## config.mk

```make
export PLATFORM = sky130hd
export DESIGN_NAME = mms_scale
export DESIGN_NICKNAME = d
export VERILOG_FILES = /design/src/rtl/mms_pkg.sv /design/src/rtl/mms_scale.sv
export SDC_FILE = /design/constraint.sdc
export NUM_CORES = 2
export LEC_CHECK = 0
export BUFFER_PORTS_ARGS = -buffer_cell sky130_fd_sc_hd__clkbuf_2
export CORE_ASPECT_RATIO = 1.5
export CORE_MARGIN = 2
export CORE_UTILIZATION = 45
export DETAILED_ROUTE_END_ITERATION = 6
export GPL_ROUTABILITY_DRIVEN = 0
export HOLD_SLACK_MARGIN = 0.03
export PLACE_DENSITY_LB_ADDON = 0.1
export SYNTH_ARGS = -nofsm -noshare
export SYNTH_HDL_FRONTEND = slang
export SYNTH_SLANG_ARGS = --single-unit
```

## constraint.sdc

```tcl
create_clock -name clk -period 5.04 [get_ports clk]
set_clock_uncertainty 0.1 [all_clocks]
set_input_delay 0.252 -clock clk [delete_from_list [all_inputs] [get_ports clk]]
set_output_delay 0.252 -clock clk [all_outputs]
set_load 0.02 [all_outputs]
```

## src/rtl/mms_pkg.sv

```systemverilog
`timescale 1ns / 1ps
// Shared types and constants for the moving mean-square block.
// No dependencies.
package mms_pkg;

	localparam int LEN_W     = 11;
	localparam int RECIP_W   = 17;
	localparam int CFG_W     = 17;
	localparam int CFG_IDX_W = 2;
	localparam int OUT_W     = 31;
	localparam int FRAC_W    = 16;

	localparam logic [LEN_W-1:0]   LEN_RESET   = LEN_W'(1024);
	localparam logic [RECIP_W-1:0] RECIP_RESET = RECIP_W'(64);
	localparam logic [OUT_W-1:0]   OUT_MAX     = '1;

	localparam logic [CFG_IDX_W-1:0] REG_WINDOW_LENGTH     = CFG_IDX_W'(0);
	localparam logic [CFG_IDX_W-1:0] REG_WINDOW_RECIPROCAL = CFG_IDX_W'(1);

	typedef struct packed {
		logic advance;
		logic accept;
		logic clear;
	} mms_ctrl_t;

endpackage

```

## src/rtl/mms_scale.sv

```systemverilog
`timescale 1ns / 1ps
// Scales the sum of squares by the Q1.16 reciprocal and saturates.
// Depends on mms_pkg.
module mms_scale import mms_pkg::*; #(
	parameter int SUM_W = 41
) (
	input  logic               clk,
	input  logic               arst_n,
	input  logic               advance,
	input  logic               valid_s2,
	input  logic [SUM_W-1:0]   sum_s2,
	input  logic [RECIP_W-1:0] recip,
	output logic               out_valid,
	output logic [OUT_W-1:0]   mean_square
);

	localparam int LO_W  = (SUM_W + 1) / 2;
	localparam int HI_W  = SUM_W - LO_W;
	localparam int PL_W  = LO_W + RECIP_W;
	localparam int PH_W  = HI_W + RECIP_W;
	localparam int TOT_W = SUM_W + RECIP_W;
	localparam int EXT_W = (TOT_W > FRAC_W + OUT_W + 1) ? TOT_W : FRAC_W + OUT_W + 1;

	logic [PL_W-1:0]  p_lo_s3;
	logic [PH_W-1:0]  p_hi_s3;
	logic             valid_s3;
	logic [EXT_W-1:0] total;
	logic [EXT_W-1:0] scaled;
	logic             sat;

	always_comb begin
		total = (EXT_W'(p_hi_s3) << LO_W) + EXT_W'(p_lo_s3);
		scaled = total >> FRAC_W;
		sat = scaled > EXT_W'(OUT_MAX);
	end

	always_ff @(posedge clk) begin
		if (advance) begin
			p_lo_s3 <= PL_W'(sum_s2[LO_W-1:0]) * PL_W'(recip);
			p_hi_s3 <= PH_W'(sum_s2[SUM_W-1:LO_W]) * PH_W'(recip);
			if (valid_s3) begin
				mean_square <= sat ? OUT_MAX : scaled[OUT_W-1:0];
			end
		end
	end

	always_ff @(posedge clk or negedge arst_n) begin
		if (!arst_n) begin
			valid_s3 <= 1'b0;
			out_valid <= 1'b0;
		end else if (advance) begin
			valid_s3 <= valid_s2;
			out_valid <= valid_s3;
		end
	end

endmodule

```

# Word level (Yosys, flattened, before mapping)
# Cells that the tools add are included.
dict set report classes {
  n_addsub 1
  mul 2
  magnitude_cmp 1
  n_reduce_logical 1
}
# cell n
set ops {}
lappend ops {{$add A58 B38 Y58} 1}
lappend ops {{$gt A42 B31 Y1 const B} 1}
lappend ops {{$mul A21 B17 Y38} 1}
lappend ops {{$mul A20 B17 Y37} 1}
lappend ops {{$reduce_and A2 Y1} 1}
dict set report totals {
  regBits 108
  output_inout_bits 32
  wordCells 10
}

# Logic depth before layout (Yosys ltp)
dict set report depth {
  depth_word 2
  depth_mapped 25
  mapped_depth_nobuf 24
}

# Least setup slack after synthesis
# OpenSTA, ideal clock, no wires.
dict set report synth_timing {
  kind {input to register}
  from {input port sum_s2[9]}
  to {register p_lo_s3[37], data pin}
  arrival_ns 6.207
  setup_slack_ns -1.532
  stages 23
  n_path_buf 2
  path_cell_list {clkbuf_1 > clkbuf_1 > nand2_1 > fa_1 > inv_1 > fa_1 > inv_1 > fa_1 > fa_1 > inv_1 > fa_1 > fa_1 > ha_1 > a211oi_1 > o21ai_0 > o211a_1 > a311o_1 > o2111a_1 > o21a_1 > o2111ai_1 > nand3b_1 > a311oi_1 > xnor2_1}
}
dict set report synth_via {
  elab_chain_cells 1
}
# element line
set synth_lines {}
lappend synth_lines {{start, declared} mms_scale.sv:11} ;# input logic [SUM_W-1:0] sum_s2,
lappend synth_lines {{$mul A21 B17 Y38} mms_scale.sv:39} ;# p_lo_s3 <= PL_W'(sum_s2[LO_W-1:0]) * PL_W'(recip);
lappend synth_lines {{end signal, assigned} mms_scale.sv:39}
lappend synth_lines {{end, declared} mms_scale.sv:24} ;# logic [PL_W-1:0] p_lo_s3;
# Every way passes these cells.
# A chain may end at the register's enable or synchronous reset.

# Worst setup path after layout
dict set report layout_timing {
  from {input port recip[5]}
  to {register p_lo_s3[30], data pin}
}
dict set report layout_via {
  elab_chain_cells 1
}
# element line
set layout_lines {}
lappend layout_lines {{start, declared} mms_scale.sv:12} ;# input logic [RECIP_W-1:0] recip,
lappend layout_lines {{$mul A21 B17 Y38} mms_scale.sv:39}
# Every way passes these cells.

==> results by group <==
Status
  • Result of the run: finished, violations left
  • Violated checks: setup timing

Die
  • Die X: 201 microns
  • Core area: 57700 sq um
  • Row count: 108
  • Die area: 60100 sq um
  • Die height: 299 microns
  • I/O pin total: 94
  • Starting Density: 0.453

Logic synthesis
  • Synth Area in Adders: 0.536
  • Asr flop ratio synth: 0.0217
  • Syn_area_per_cell: 9.14 sq um
  • Synthesized Nets: approximately 3.7k
  • Main flop type after synthesis: edfxtp_1
  • Largest family of logic cells by synthesized area: adder cells
  • Mapped Cells: 2862
  • Syn Std Cell Area: 26200 sq um
  • EDFF count, synth: 90
  • Synth Area in Compound Gates: 0.0507
  • Distinct cells, synth: 68
  • Xor/xnor cell area share of the yosys netlist: 0.0255
  • #FFs+latches synth: 92
  • Mux cell area share after synthesis: 0.00249
  • Ys Warns: 0
  • Post-synthesis sequential area ratio: 0.105
  • Synth Area in Simple Gates: 0.159

Setup path
  • CP arrival: 6.01 ns
  • Worst setup SP type: input pin
  • Worst Path Required: ~5.1 ns
  • Crit end category: flip-flop
  • Max FO, Critical Path: 6
  • R2R Setup Slk: 0.79 ns
  • Worst path most repeated cell: fa_1
  • Slowest CP cell: fa_1
  • CP top delay family: adder cells
  • Critical path startpoint: recip[5]
  • Worst Path Buf+Inv: 7
  • WS Path Type: input pin to flip-flop
  • Crit path capture: p_lo_s3[30]
  • CP Depth: 25
  • R2r endpoint: mean_square[2]
  • Cells on worst reg2reg path: 12
  • Crit path largest cell delay: 0.58 ns
  • Reg2reg start: p_lo_s3[22]

Timing
  • Final worst slack: -0.948 ns
  • Tcrit/Tclk final: 1.19
  • Final hold violation count: 0
  • Maximum clock frequency: approximately 170 MHz
  • Final setup viols: 45
  • Final Critical Period: 5.99 ns
  • Hold WS: 0.0943 ns
  • Slew headroom: 0.416
  • Worst-Margin Slew: about 0.9 ns
  • Unrepaired setup endpoints after global routing: yes
  • Final Max Tran Viols: 0

Clock tree
  • Clock sinks: approximately 90
  • CTS tree: yes
  • CTS buffer count: 9
  • Clk pin slew, worst setup/hold paths: 0.07 ns
  • # H-tree levels: 3
  • Clk_lat worst skew: 0.37 ns
  • CTS Buffer Depth: 2
  • CTS root buf: clkbuf_16

Placement
  • Final HPWL DP: 61400 microns
  • # port buffers: 93
  • Cells after DPL: 3942

Job
  • Max Cap Viol: 0

Finish
  • Commonest non-fill, non-tap cells in the layout: inv_1, fa_1, nand2_1
  • Most common cell after layout, fill and taps aside: inv_1
  • Syn-to-layout area delta: 25.6%
  • Final core utilization: 0.569
  • Layout cells sized above 1: 0.231
  • Fill cell count: 5183
  • Final net count: slightly above 4k
  • Final non-filler cell total: 4031

Global routing
  • Vias in the first global route: 22.7k
  • Largest net degree at the start of global routing: 63
  • First-pass GRT wire length: 119000 microns
  • Initial antenna violation count: 3
  • GRT overflow: 0
  • Total GRT Usage: 0.256

Route
  • DR vias/cell: 5.03
  • Routed Antenna Nets: 0
  • Starting DRT DRC Count: 963
  • DR pass1 iterations: 7
  • Mean routed wirelength per cell: 18.3 microns
  • Drt drc: 0
  • DR vias: 20.3k
  • Final wirelength: 73800 microns

Hold path
  • Min-Delay Path Class: input pin to async pin
## flip-flops by register name (all words and copies together) (netlist names)
signal and flops:
mean_square 31, p_lo_s3 22, p_hi_s3 37, valid_s3 1, out_valid 1
## per-stage QoR
step,cell area [sq um],worst slack [ns],setup TNS [ns]
final,32900,-0.948,-27.78
after global routing,32800,-1.14,-34.87
after CTS,32200,-0.888,-25.32
after detailed placement,30300,-1.63,-58.46
after global placement,30300,-1.61,-56.75
after floorplan,26800,-1.04,-21.70
## cell families after synthesis
kind of cell | count (synthesis)
AND/OR/NAND/NOR | 865
buffers and inverters | 833
adder cells (fa/ha/maj) | 790
AO/OA/AOI/OAI | 200
flip-flops | 92
XOR/XNOR | 76
multiplexers | 6
## routing by layer
layer	track usage	share of wire	up-vias
li1	-	-	9263
met1	0.306	0.39	10430
met2	0.476	0.53	424
met3	0.0204	0.031	147
met4	0.102	0.042	2
met5	0	0.00015	-
## worst register-to-register path, cell delays in order, from the launching register on
cell and delay, ns:
edfxtp_1 0.43, ha_1 0.32, a21o_1 0.16, a21oi_1 0.34, o211ai_1 0.25, a41oi_1 0.59, a21oi_1 0.27, a21o_1 0.27
mux2_2 0.25, o221ai_1 0.16, nor4_4 0.35, buf_12 0.23, or2b_1 0.28
## synth_stat cells, types with 4 or more instances
master | number | area (sq um)
a211oi_1 | 6 | 45.0
a21o_1 | 37 | 278
a21oi_1 | 63 | 315
a221oi_1 | 4 | 35.0
a311oi_1 | 4 | 35.0
a41oi_1 | 4 | 35.0
and2_1 | 256 | 1600
and3_1 | 11 | 68.8
clkbuf_1 | 120 | 450
edfxtp_1 | 90 | 2700
fa_1 | 552 | 11100
ha_1 | 238 | 2980
inv_1 | 710 | 2670
mux2_2 | 4 | 45.0
nand2_1 | 482 | 1810
nand2_2 | 10 | 62.6
nand2b_1 | 11 | 68.8
nand3_1 | 11 | 55.1
nand4_1 | 7 | 43.8
nor2_1 | 34 | 128
nor2b_1 | 6 | 37.5
nor3_1 | 10 | 50.1
nor4_1 | 5 | 31.3
o21a_1 | 9 | 67.6
o21ai_0 | 28 | 140
o21bai_1 | 14 | 105
o31ai_1 | 4 | 30.0
xnor2_1 | 55 | 482
xor2_1 | 21 | 184
## layout make-up
| class | count | area, sq um | area share |
|---|---|---|---|
| Clock inverter | 3 | 43.8 | 0.00133 |
| Timing Repair Buffer | 505 | 4660 | 0.142 |
| Clock buffer | 13 | 270 | 0.00823 |
| Sequential cell | 92 | 2750 | 0.0838 |
| Tap cell | 770 | 963 | 0.0293 |
| Inverter | 710 | 2670 | 0.0812 |
| Multi-Input combinational cell | 1937 | 21500 | 0.654 |
| Antenna cell | 1 | 2.50 | 0.0000762 |
## worst min path at each step
stage	to	slack [ns]	depth (start not counted)
2_1_floorplan	out_valid	-0.14	0
3_3_place_gp	out_valid	-0.06	1
3_5_place_dp	out_valid	-0.06	1
4_1_cts	out_valid	0.08	2
5_1_grt	out_valid	0.1	2
6_report	out_valid	0.09	2
## what timing repair did
item | in CTS | in global routing
hold buffers | 2 | 0
buffers inserted | 59 | 25
pin swaps | 102 | 101
resized for setup | 224 | 123
hold endpoints to repair | 3 | 0
endpoints found under the setup margin | 47 | 46
cloned | 9 | 1
Power is left out: the tool's default activity adds up to more than one toggle a clock period on the data nets, which glitch-free logic cannot reach.
